### config.mk
export PLATFORM = sky130hd
export DESIGN_NAME = cgpc_div
export DESIGN_NICKNAME = d
export VERILOG_FILES = /design/src/sv/cgpc_pkg.sv /design/src/sv/cgpc_div.sv
export SDC_FILE = /design/constraint.sdc
export NUM_CORES = 1
export LEC_CHECK = 0
export BUFFER_PORTS_ARGS = -buffer_cell sky130_fd_sc_hd__buf_4
export CAP_MARGIN = 20
export CORE_ASPECT_RATIO = 2
export CORE_MARGIN = 1.5
export CORE_UTILIZATION = 30
export CTS_CLUSTER_SIZE = 20
export DETAILED_ROUTE_END_ITERATION = 10
export HOLD_SLACK_MARGIN = 0.15
export PLACE_DENSITY = 0.46
export SYNTH_ARGS = -nofsm -noshare
export SYNTH_HDL_FRONTEND = slang
export SYNTH_SLANG_ARGS = --single-unit
### constraint.sdc
create_clock -name aclk -period 9.11 [get_ports aclk]
set_input_delay 0.911 -clock aclk [delete_from_list [all_inputs] [get_ports aclk]]
set_output_delay 0.911 -clock aclk [all_outputs]
set_load 0.01 [all_outputs]
### src/sv/cgpc_pkg.sv
// package: shared types, constants and helpers of the channel gain/pedestal checker
`timescale 1ns / 1ps
package cgpc_pkg;

    localparam int CHANNELS  = 8192;
    localparam int CH_BITS   = $clog2(CHANNELS);
    localparam int ADC_BITS  = 12;
    localparam int ADDR_BITS = 3;

    localparam logic [15:0] DEFAULT_TOL = 16'd66;

    // register byte addresses
    localparam logic [ADDR_BITS-1:0] REG_GAIN_TOL = 3'd0;
    localparam logic [ADDR_BITS-1:0] REG_PED_TOL  = 3'd4;

    // one stored entry of the channel table
    typedef struct packed {
        logic [2:0]          flags;      // {all, ped, gain}
        logic signed [31:0]  ped;
        logic signed [31:0]  gain;
        logic [15:0]         count;
        logic signed [31:0]  ref_e;
        logic [ADC_BITS-1:0] ref_adc;
    } entry_t;

    localparam int ENTRY_W = $bits(entry_t);

    // divider request / response
    typedef struct packed {
        logic               start;
        logic signed [63:0] num;
        logic signed [63:0] den;
    } div_req_t;

    typedef struct packed {
        logic               done;
        logic signed [63:0] quo;
    } div_rsp_t;

    function automatic logic signed [31:0] sat32(input logic signed [63:0] v);
        logic signed [31:0] r;
        if (v > 64'sd2147483647) begin
            r = 32'sh7fffffff;
        end else if (v < -64'sd2147483648) begin
            r = 32'sh80000000;
        end else begin
            r = v[31:0];
        end
        return r;
    endfunction

endpackage

### src/sv/cgpc_div.sv
// shared iterative signed divider, one quotient bit per cycle, truncating
`timescale 1ns / 1ps
module cgpc_div (
    input  logic                aclk,
    input  logic                aresetn,
    input  cgpc_pkg::div_req_t  req,
    output cgpc_pkg::div_rsp_t  rsp
);
    import cgpc_pkg::*;

    logic        busy_reg;
    logic [6:0]  cnt_reg;
    logic [63:0] rem_reg;
    logic [63:0] quo_reg;
    logic [63:0] den_reg;
    logic        neg_reg;
    logic        done_reg;

    logic [64:0] trial;
    logic [63:0] rem_sh;

    always_comb begin
        rem_sh = {rem_reg[62:0], quo_reg[63]};
        trial  = {1'b0, rem_sh} - {1'b0, den_reg};
    end

    // restoring division on magnitudes
    always_ff @(posedge aclk) begin
        if (!aresetn) begin
            busy_reg <= 1'b0;
            done_reg <= 1'b0;
            cnt_reg  <= '0;
        end else begin
            done_reg <= 1'b0;
            if (req.start) begin
                busy_reg <= 1'b1;
                cnt_reg  <= 7'd64;
                rem_reg  <= '0;
                quo_reg  <= req.num[63] ? 64'(-req.num) : req.num;
                den_reg  <= req.den[63] ? 64'(-req.den) : req.den;
                neg_reg  <= req.num[63] ^ req.den[63];
            end else if (busy_reg) begin
                if (!trial[64]) begin
                    rem_reg <= trial[63:0];
                    quo_reg <= {quo_reg[62:0], 1'b1};
                end else begin
                    rem_reg <= rem_sh;
                    quo_reg <= {quo_reg[62:0], 1'b0};
                end
                cnt_reg <= cnt_reg - 7'd1;
                if (cnt_reg == 7'd1) begin
                    busy_reg <= 1'b0;
                    done_reg <= 1'b1;
                end
            end
        end
    end

    assign rsp.done = done_reg;
    assign rsp.quo  = neg_reg ? 64'(-quo_reg) : quo_reg;
endmodule

# == Word level (Yosys, flattened, before mapping) ==
# Index checks and enable logic that the tools add are counted.
# totals
inputBits,131
ff_bits,201
output_inout_bits,65
# classes
n_bitwise,3
eq_ne,1
addsub,5
n_mux,14
reduce_logical,5
# ops
cell,count
2-to-1 mux 64 bit,4
negator 64 bit,3
2-to-1 mux 63 bit,3
subtractor 64 x 64 -> 65 bit,1
2-to-1 mux 7 bit,2
"equality test 7 x 1 -> 1 bit, second input constant",1
"subtractor 7 x 1 -> 7 bit, second input constant",1
2-to-1 mux 1 bit,5
AND reduction 2 bit,2
OR reduction 3 bit,1
NOT 1 bit,2
nonzero test 2 bit,1
OR reduction 2 bit,1
XOR 1 bit,1

# == Depth between registers and ports, before layout ==
# Gate-level depths: netlist (run 1).
# depth
ltp_word,4
mapped_depth,15

# == Worst setup path after synthesis (run 1) ==
# Ideal clock, no wire load.
# synth_path
kind,input to register
from,in req[128] in the netlist's numbering
to,reg busy_reg
cell_stages,3
setup_ns,0.071
required_time_ns,9.039
setup_slack_ns,4.445
path_buffers,1
arrival_ns,4.594
path_cell_list,clkbuf_1 -> o21a_1 -> o41a_1
# synth_between
elab_chain_cells,1
# synth_rtl
item,line,text
"start, declared",cgpc_div.sv:6,"input cgpc_pkg::div_req_t req,"
2-to-1 mux 1 bit,cgpc_div.sv:35,if (req.start) begin
"end signal, assigned",cgpc_div.sv:30,busy_reg <= 1'b0;
"end signal, assigned",cgpc_div.sv:36,busy_reg <= 1'b1;
"end signal, assigned",cgpc_div.sv:52,busy_reg <= 1'b0;
"end, declared",cgpc_div.sv:11,logic busy_reg;
# Every way passes these cells.
# A chain may end at the register's enable or synchronous reset.

==> out/results.env, run 1 <==
POSTCTSSETUPREPAIRBUFS=0
DP_CELLS=2548
CLOCKPOWERSHARE_PCT=34.1
SYNTH_FLOP_CELL='sky130_fd_sc_hd__edfxtp_1'
CTS_MADE_BUFFERS=23
AVERAGE_SIZE_OF_A_MAPPED_CELL_SQ_UM=8.92
CLOCK_TREE.ROOT_CELL='sky130_fd_sc_hd__clkbuf_16'
TIGHTESTPINTRANSITION_NS=1.03
SYNTH_CELL_TYPE_COUNT=79
MIN_DELAY_PATH_DEPTH=2
GP_WEIGHTED_CONGESTION=0.911
FINCLKSKEW_NS=0.0173
INITIAL_UTILIZATION_PCT=30.5
ANT_NETS=0
ROUTE.DETAILED.VIAS_PER_INST=5.32
GRT_START_MAX_NET_PINS=99
LAYOUT_OVERHEAD_ON_THE_SYNTHESIZED_AREA_PCT=18.4
CTSLONGESTPATHBUFFERS=3
DR_TOTAL_VIAS=13800
NETSWITCHINGPOWER_mW=1.02
ROWS=118
YOSYSWARNINGCOUNT=0
POWER.DENSITY_nW_PER_UM2=170
SYNTH-SEQ-CELLS=201
CTS-HOLD-FIX-BUFFERS=0
H_TREE_LEVEL_COUNT=1
RSZ0062_AT_GRT='no'
REQUIRED_NS=8.20
FINAL.MIN_CLOCK_PERIOD_NS=5.27
FIRST_PASS_DRT_ITERATIONS=6
SETUP.WORST_PATH.CLASS='reg -> out'
REG2REGPATHDEPTH=12
TRACK_USAGE_PCT=18.9
DIE_AREA_SQ_UM=54100
DP_HPWL_MM=40.0
YOSYSTOPAREACELLSHARE_PCT=36.5
CRITICAL_PATH.STARTPOINT_TYPE='register'
VDD_IR_DROP_MAX_mV=0.109
STATIC-LEAKAGE-POWER_nW=7.07
SYNTHMOSTINSTANTIATEDCELL='sky130_fd_sc_hd__nand2_1'
FINALWIRELENGTH_MM=51.7
SETUP_VIOL=0
POST_LAYOUT_UTILIZATION_OF_THE_CORE_PCT=36.1
YS_ASYNC_SR_FRACTION_PCT=0
TOP_CELLS_BY_AREA_IN_THE_SYNTHESIZED_NETLIST='sky130_fd_sc_hd__edfxtp_1 (37%), sky130_fd_sc_hd__xnor2_1 (8.9%), sky130_fd_sc_hd__ha_1 (5.5%)'
SYNTH_COMMON_CELLS='sky130_fd_sc_hd__nand2_1 (212), sky130_fd_sc_hd__edfxtp_1 (192), sky130_fd_sc_hd__a21oi_1 (165)'
MAXSLEWHEADROOM_PCT=30.7
CORE_SQ_UM=51800
PLACE_WS_NS=3.67
POST_LAYOUT_NONFILLER_INSTANCES=2592
DETAIL_ROUTE.ITER0.VIOLATIONS=840
FLOORPLAN.DIE.HEIGHT_UM=327
SHARE_COMB_OF_TOTAL_POWER_PCT=29.0
FIN_CRIT_SHARE_PCT=57.8
DRT_DRC_VIOLATIONS_LEFT=0
NET_SWITCHING_SHARE_OF_THE_TOTAL_POWER_PCT=32.0
SETUP_SLACK_NS=3.84
YOSYSSEQAREASHARE_PCT=37.7
POST_ROUTE_CELLS_DRIVE_ABOVE_1_SHARE_PCT=16.1
POWER_mW=3.18
WORST_SETUP_PATH_END_KIND='primary output'
SYNTH-EDFF-COUNT=192
HOLD_PATH.CLASS='reg -> reg'
DATA_ARRIVAL_AT_THE_ENDPOINT_OF_THE_CRITICAL_PATH_NS=4.36
POWER.SEQUENTIAL.FRACTION_PCT=36.9
MAX_FREQ_GHz=0.190
DIE_W_UM=165
SUM_NEG_SETUP_SLACK_NS=0
SYNTH_AREA_LEADER_CELL='sky130_fd_sc_hd__edfxtp_1'
SYNTHESIS.AREA_SQ_UM=15800
FINAL_NET_COUNT=2115
AVGROUTEDWIREPERCELL_UM=19.9
ANTENNA_FOUND_INITIAL=1
CTS.REPAIR.RESIZED=0
RUN_STATUS='complete, no violations'
FINAL_MAX_SLEW_VIOL_COUNT=0
POWER.INTERNAL_mW=2.16
CTS_TREE='built'
CLK_PIN_SLEW_WORST_PATHS_NS=0.07
PLACE.PORT_BUFFERS=195
GLOBALROUTEOVERFLOWTOTAL=0
FIRST_PASS_GRT_WIRE_LENGTH_MM=78.4
WORSTSKEWPAIRLATENCY_NS=0.54
SYN-INSTANCE-COUNT=1769
GRT_PASS1_VIAS=14200
SYN_NETS=1970
CAP_VIOLATIONS=0
BOUNDARYPINS=196
CRITICAL_PATH_PEAK_FANOUT=4
SINKS_ON_CLOCK_NET=201
REPORT.FINAL.HOLD_VIOL_COUNT=0
worst paths after layout:
| path | start | end | slack, ns |
|---|---|---|---|
| min | cnt_reg[1] | cnt_reg[1] | 0.51 |
| max | quo_reg[5] | rsp[48] | 3.84 |
| min reg2reg | cnt_reg[1] | cnt_reg[1] | 0.51 |
| max reg2reg | rem_reg[13] | rem_reg[57] | 4.28 |
layout make-up:
| class | count | area, sq um |
|---|---|---|
| Multi-Input combinational cell | 1389 | 9180 |
| Inverter | 95 | 357 |
| Sequential cell | 201 | 5950 |
| Clock buffer | 24 | 579 |
| Antenna cell | 2 | 5.00 |
| Timing Repair Buffer | 204 | 1530 |
| Tap cell | 660 | 826 |
| Clock inverter | 17 | 272 |
| Fill cell | 5388 | 33100 |
power groups by stage:
stage | clock network [mW] | logic, mW | registers (mW)
finish | 1.09 | 0.923 | 1.17
global placement | 0 | 0.923 | 1.19
CTS | 1.12 | 0.932 | 1.17
floorplan | 0 | 0.615 | 1.17
detailed placement | 0 | 0.927 | 1.19
global route | 1.15 | 1.02 | 1.18
layer usage:
| metal | vias to the layer above | wire length (um) | GRT usage [%] |
|---|---|---|---|
| met2 | 399 | 28800 | 37.9 |
| met1 | 6518 | 17800 | 18.0 |
| met5 | - | 0 | 0 |
| li1 | 6756 | - | - |
| met3 | 128 | 2120 | 1.92 |
| met4 | 0 | 3000 | 10.4 |
worst max-delay path: stages (launching register included):
cell and delay, ns:
sky130_fd_sc_hd__edfxtp_1 0.45, sky130_fd_sc_hd__or4_4 0.58, sky130_fd_sc_hd__or4b_4 0.53, sky130_fd_sc_hd__nor4_4 0.32
sky130_fd_sc_hd__nand3_2 0.17, sky130_fd_sc_hd__or3_4 0.45, sky130_fd_sc_hd__or4_4 0.54, sky130_fd_sc_hd__inv_2 0.09
sky130_fd_sc_hd__nand2_1 0.10, sky130_fd_sc_hd__o21ai_0 0.24, sky130_fd_sc_hd__xnor2_1 0.18, sky130_fd_sc_hd__buf_4 0.16
cells in the final DEF (no fill, tap or decap), types with 7 or more instances in the layout:
cell / count
sky130_fd_sc_hd__nor4_1: 13
sky130_fd_sc_hd__edfxtp_1: 192
sky130_fd_sc_hd__nand3_1: 33
sky130_fd_sc_hd__clkbuf_16: 23
sky130_fd_sc_hd__nand2b_1: 14
sky130_fd_sc_hd__o41ai_1: 24
sky130_fd_sc_hd__or4_1: 29
sky130_fd_sc_hd__a21oi_1: 165
sky130_fd_sc_hd__a211oi_1: 13
sky130_fd_sc_hd__inv_1: 94
sky130_fd_sc_hd__o21ai_0: 110
sky130_fd_sc_hd__o21a_1: 16
sky130_fd_sc_hd__nor3_1: 39
sky130_fd_sc_hd__nor2b_1: 8
sky130_fd_sc_hd__ha_1: 69
sky130_fd_sc_hd__mux2_2: 21
sky130_fd_sc_hd__buf_4: 202
sky130_fd_sc_hd__a21o_1: 38
sky130_fd_sc_hd__xnor2_1: 161
sky130_fd_sc_hd__a31oi_1: 7
sky130_fd_sc_hd__or3_1: 27
sky130_fd_sc_hd__o21bai_1: 11
sky130_fd_sc_hd__nand4_1: 25
sky130_fd_sc_hd__o31ai_1: 45
sky130_fd_sc_hd__nor2_1: 116
sky130_fd_sc_hd__nand2_1: 211
sky130_fd_sc_hd__bufinv_16: 7
sky130_fd_sc_hd__xor2_1: 73
sky130_fd_sc_hd__and3_1: 8
sky130_fd_sc_hd__dfxtp_1: 9
sky130_fd_sc_hd__or2_2: 9
kinds of logic (layout without fill, tap and decap cells):
| kind of cell | Yosys count | count (layout) | synth area share, % |
|---|---|---|---|
| XOR/XNOR | 234 | 234 | 13.0 |
| buffers and inverters | 179 | 340 | 4.30 |
| AO/OA/AOI/OAI | 485 | 485 | 19.6 |
| multiplexers | 23 | 23 | 1.62 |
| adder cells (fa/ha/maj) | 70 | 70 | 5.60 |
| AND/OR/NAND/NOR | 577 | 577 | 18.2 |
| other | 0 | 2 | 0 |
| flip-flops | 201 | 201 | 37.7 |
per-stage QoR:
step / cell area (sq um) / hold slack (ns)
3_3_place_gp: 17800 / 0.480
3_5_place_dp: 17800 / 0.494
5_1_grt: 18700 / 0.532
2_1_floorplan: 15800 / 0.469
4_1_cts: 18700 / 0.501
6_report: 18700 / 0.507
Note: power is estimated with default switching activity, not from simulation.
==> run 2, diff against run 1 <==
--- a/config.mk
+++ b/config.mk
@@ -5,6 +5,7 @@
 export SDC_FILE = /design/constraint.sdc
 export NUM_CORES = 1
 export LEC_CHECK = 0
+export ABC_AREA = 1
 export BUFFER_PORTS_ARGS = -buffer_cell sky130_fd_sc_hd__buf_4
 export CAP_MARGIN = 20
 export CORE_ASPECT_RATIO = 2
@@ -13,7 +14,7 @@
 export CTS_CLUSTER_SIZE = 20
 export DETAILED_ROUTE_END_ITERATION = 10
 export HOLD_SLACK_MARGIN = 0.15
-export PLACE_DENSITY = 0.46
+export PLACE_DENSITY = 0.45
 export SYNTH_ARGS = -nofsm -noshare
 export SYNTH_HDL_FRONTEND = slang
 export SYNTH_SLANG_ARGS = --single-unit
==> constraint.sdc (replaced) <==
create_clock -name aclk -period 5.3 [get_ports aclk]
set_input_delay 0.53 -clock aclk [delete_from_list [all_inputs] [get_ports aclk]]
set_output_delay 0.53 -clock aclk [all_outputs]
set_load 0.01 [all_outputs]
==> run 2 against run 1 <==
Net effect: via count rose by 51%; worst hold slack worse by 0.31 ns; setup slack worse by 2.8 ns; global-route usage increased by 6.9 points; sequential share of layout area fell by 6.4 points; clock skew increased by 0.0011 ns; register-to-register slack lost 2.8 ns; sequential power grew 78%; flip-flop and latch count unchanged; wire length rose by 74%; critical endpoint is now rsp[38]; highest routed layer is now met5.
==> out/results.env, run 2 <==
WORST-R2R-SETUP-SLACK_NS=1.50
SYN_NETS=3522
SYNTHESIS.AREA_SQ_UM=20300
MAXSLEWHEADROOM_PCT=26.9
GLOBALROUTEOVERFLOWTOTAL=0
DIE_W_UM=187
FIRST_PASS_GRT_WIRE_LENGTH_MM=131
YS_ASYNC_SR_FRACTION_PCT=0
FINALWIRELENGTH_MM=90.2
SUM_NEG_SETUP_SLACK_NS=0
DETAIL_ROUTE.ITER0.VIOLATIONS=924
H_TREE_LEVEL_COUNT=1
REQUIRED_NS=4.77
SYNTH_SIMPLE_GATE_AREA_SHARE_PCT=39.1
AVGROUTEDWIREPERCELL_UM=20.5
FINAL_NET_COUNT=3693
SYNTH_CELL_TYPE_COUNT=41
SYNTH_COMMON_CELLS='sky130_fd_sc_hd__nand2_1 (1,105), sky130_fd_sc_hd__inv_1 (622), sky130_fd_sc_hd__nor2_1 (464)'
CLK_PIN_SLEW_WORST_PATHS_NS=0.07
CLOCK_TREE.ROOT_CELL='sky130_fd_sc_hd__clkbuf_16'
YOSYS.AREA_SHARE.XOR_XNOR_PCT=8.04
SYNTHESIZED_AREA_FRACTION_OCCUPIED_BY_AO_OA_AOI_AND_OAI_CELLS_PCT=6.06
CTS.REPAIR.RESIZED=0
CTS_TREE='built'
RSZ0062_AT_GRT='no'
MULTI_INPUT_COMB_AREA_SQ_UM=11700
YOSYSTOPAREACELLSHARE_PCT=28.5
MAX_FREQ_GHz=0.232
DIE_AREA_SQ_UM=69200
REG2REG_FROM='quo_reg[63]'
FINALHOLDWORSTSLACK_NS=0.195
POST_LAYOUT_UTILIZATION_OF_THE_CORE_PCT=35.1
CAP_VIOLATIONS=0
YOSYSWARNINGCOUNT=0
COMMONEST_CELLS_AFTER_ROUTING_FILL_AND_TAPS_ASIDE='sky130_fd_sc_hd__nand2_1 (1,104), sky130_fd_sc_hd__inv_1 (621), sky130_fd_sc_hd__nor2_1 (464), sky130_fd_sc_hd__buf_4 (206), sky130_fd_sc_hd__nand3_1 (203)'
TRACK_USAGE_PCT=25.8
DATA_ARRIVAL_AT_THE_ENDPOINT_OF_THE_CRITICAL_PATH_NS=3.77
SEQ_AREA_SQ_UM=5950
FINAL_MAX_SLEW_VIOL_COUNT=0
REG2REGPATHDEPTH=17
INITIAL_UTILIZATION_PCT=30.4
MIN_DELAY_PATH_DEPTH=1
POST_ROUTE_CELLS_DRIVE_ABOVE_1_SHARE_PCT=7.58
DP_HPWL_MM=76.7
LAYOUT_OVERHEAD_ON_THE_SYNTHESIZED_AREA_PCT=15.5
SYN-INSTANCE-COUNT=3321
VDD_IR_DROP_MAX_mV=0.178
BOUNDARYPINS=196
FLOORPLAN.DIE.HEIGHT_UM=371
SYNTHMOSTINSTANTIATEDCELL='sky130_fd_sc_hd__nand2_1'
N_FILL_CELL=7742
ROUTE.DETAILED.VIAS_PER_INST=4.75
FIRST_PASS_DRT_ITERATIONS=5
HOLD_PATH.CLASS='in -> reg'
HOLD_START='req[0]'
MOSTFREQUENTLAYOUTCELL='sky130_fd_sc_hd__nand2_1'
WHS_ENDPOINT='den_reg[0]'
CTSLONGESTPATHBUFFERS=3
ROWS=134
SETUP_VIOL=0
SYNTH_AREA_LEADER_CELL='sky130_fd_sc_hd__edfxtp_1'
WORST_SETUP_PATH_END_KIND='primary output'
STATIC-LEAKAGE-POWER_nW=11.8
ANT_NETS=0
RUN_STATUS='complete, no violations'
DR_TOTAL_VIAS=20900
GRT_PASS1_VIAS=21600
POST_SYNTH_FA_HA_MAJ_AREA_FRACTION_PCT=4.36
REPORT.FINAL.HOLD_VIOL_COUNT=0
TOP_CELLS_BY_AREA_IN_THE_SYNTHESIZED_NETLIST='sky130_fd_sc_hd__edfxtp_1 (28%), sky130_fd_sc_hd__nand2_1 (20%), sky130_fd_sc_hd__inv_1 (12%)'
CORE_SQ_UM=66700
AVERAGE_SIZE_OF_A_MAPPED_CELL_SQ_UM=6.10
TIGHTESTPINTRANSITION_NS=1.09
CRITICAL_PATH_PEAK_FANOUT=4
SYNTH-EDFF-COUNT=192
WORSTSKEWPAIRLATENCY_NS=0.57
DRT_DRC_VIOLATIONS_LEFT=0
REGTOREGENDPOINT='rem_reg[6]'
CRITICAL_PATH.STARTPOINT_TYPE='register'
SYNTH-SEQ-CELLS=201
FINAL.MIN_CLOCK_PERIOD_NS=4.30
CTS-HOLD-FIX-BUFFERS=0
GRT_START_MAX_NET_PINS=62
POSTPLACECELLAREA_SQ_UM=22600
ANTENNA_FOUND_INITIAL=6
YOSYSSEQAREASHARE_PCT=29.3
PLACE.PORT_BUFFERS=195
SINKS_ON_CLOCK_NET=201
GP_WEIGHTED_CONGESTION=0.987
LAYOUT.CELL_AREA.NON_FILLER_SQ_UM=23400
SYNTH_FLOP_CELL='sky130_fd_sc_hd__edfxtp_1'
SYNTH.AREA.MUX_SHARE_PCT=0
CTS_MADE_BUFFERS=22
POWER.DENSITY_nW_PER_UM2=265
MAIN_COMBINATIONAL_CELL_FAMILY_BY_AREA_AFTER_SYNTHESIS='simple AND/OR/NAND/NOR gates'
FINCLKSKEW_NS=0.0184
SETUP.WORST_PATH.CLASS='reg -> out'
FIN_CRIT_SHARE_PCT=81.2
POSTCTSSETUPREPAIRBUFS=0
[run 2: report_power, final]
group / leakage [nW] / internal (mW) / switching (mW)
clock network: 0.364 / 0.946 / 0.736
logic: 9.50 / 0.794 / 1.66
registers: 1.93 / 1.97 / 0.108
total: 11.8 / 3.71 / 2.50
[run 2: critical path, cell delays in order, from the launching register on]
cell and delay, ns:
sky130_fd_sc_hd__edfxtp_1 0.39, sky130_fd_sc_hd__inv_1 0.13, sky130_fd_sc_hd__ha_1 0.38, sky130_fd_sc_hd__nand3_1 0.34, sky130_fd_sc_hd__nor2_1 0.38, sky130_fd_sc_hd__inv_1 0.22, sky130_fd_sc_hd__nor2_2 0.24, sky130_fd_sc_hd__inv_1 0.08
sky130_fd_sc_hd__nor2_1 0.09, sky130_fd_sc_hd__nand3_1 0.12, sky130_fd_sc_hd__o21ai_1 0.42, sky130_fd_sc_hd__nand2_1 0.12, sky130_fd_sc_hd__xor2_1 0.16, sky130_fd_sc_hd__buf_4 0.15
[run 2: final cells by class]
type                    count  area share [%]
multi-input cells        2432            49.8
flip-flops and latches    201            25.4
inverters                 628            10.1
repair buffers            207            6.70
well taps                 884            4.73
clock buffers              26            2.51
clock inverters            13           0.679
diodes                      4          0.0428
[run 2: stage by stage]
stage | cells | total power, mW | worst slack (ns)
floorplan | 3321 | 3.67 | 1.24
global placement | 4352 | 4.58 | 1.49
detailed placement | 4352 | 4.57 | 1.41
CTS | 4391 | 6.28 | 0.973
global route | 4391 | 6.60 | 0.873
finish | 4395 | 6.21 | 0.998
[run 2: worst max path at each step]
stage / start / to / slack (ns) / cells after the start
final: quo_reg[0] / rsp[38] / 1.0 / 13
after global routing: quo_reg[0] / rsp[38] / 0.87 / 13
after CTS: quo_reg[0] / rsp[44] / 0.97 / 13
after detailed placement: quo_reg[63] / rem_reg[22] / 1.41 / 17
after global placement: quo_reg[63] / rem_reg[9] / 1.49 / 17
after floorplan: req[128] / quo_reg[0] / 1.24 / 3
[run 2: logic make-up after synthesis]
group                    after synthesis
XOR/XNOR                             186
AND/OR/NAND/NOR                     1939
flip-flops                           201
adder cells (fa/ha/maj)               70
AO/OA/AOI/OAI                        237
buffers and inverters                688
[run 2: metal layers]
metal | GRT usage, % | wire [um] | part of all wire, %
met1 | 21.0 | 27600 | 31
met2 | 53.8 | 50800 | 56
met3 | 3.01 | 3350 | 3.7
met4 | 21.0 | 8410 | 9.3
met5 | 0 | 18 | 0.020
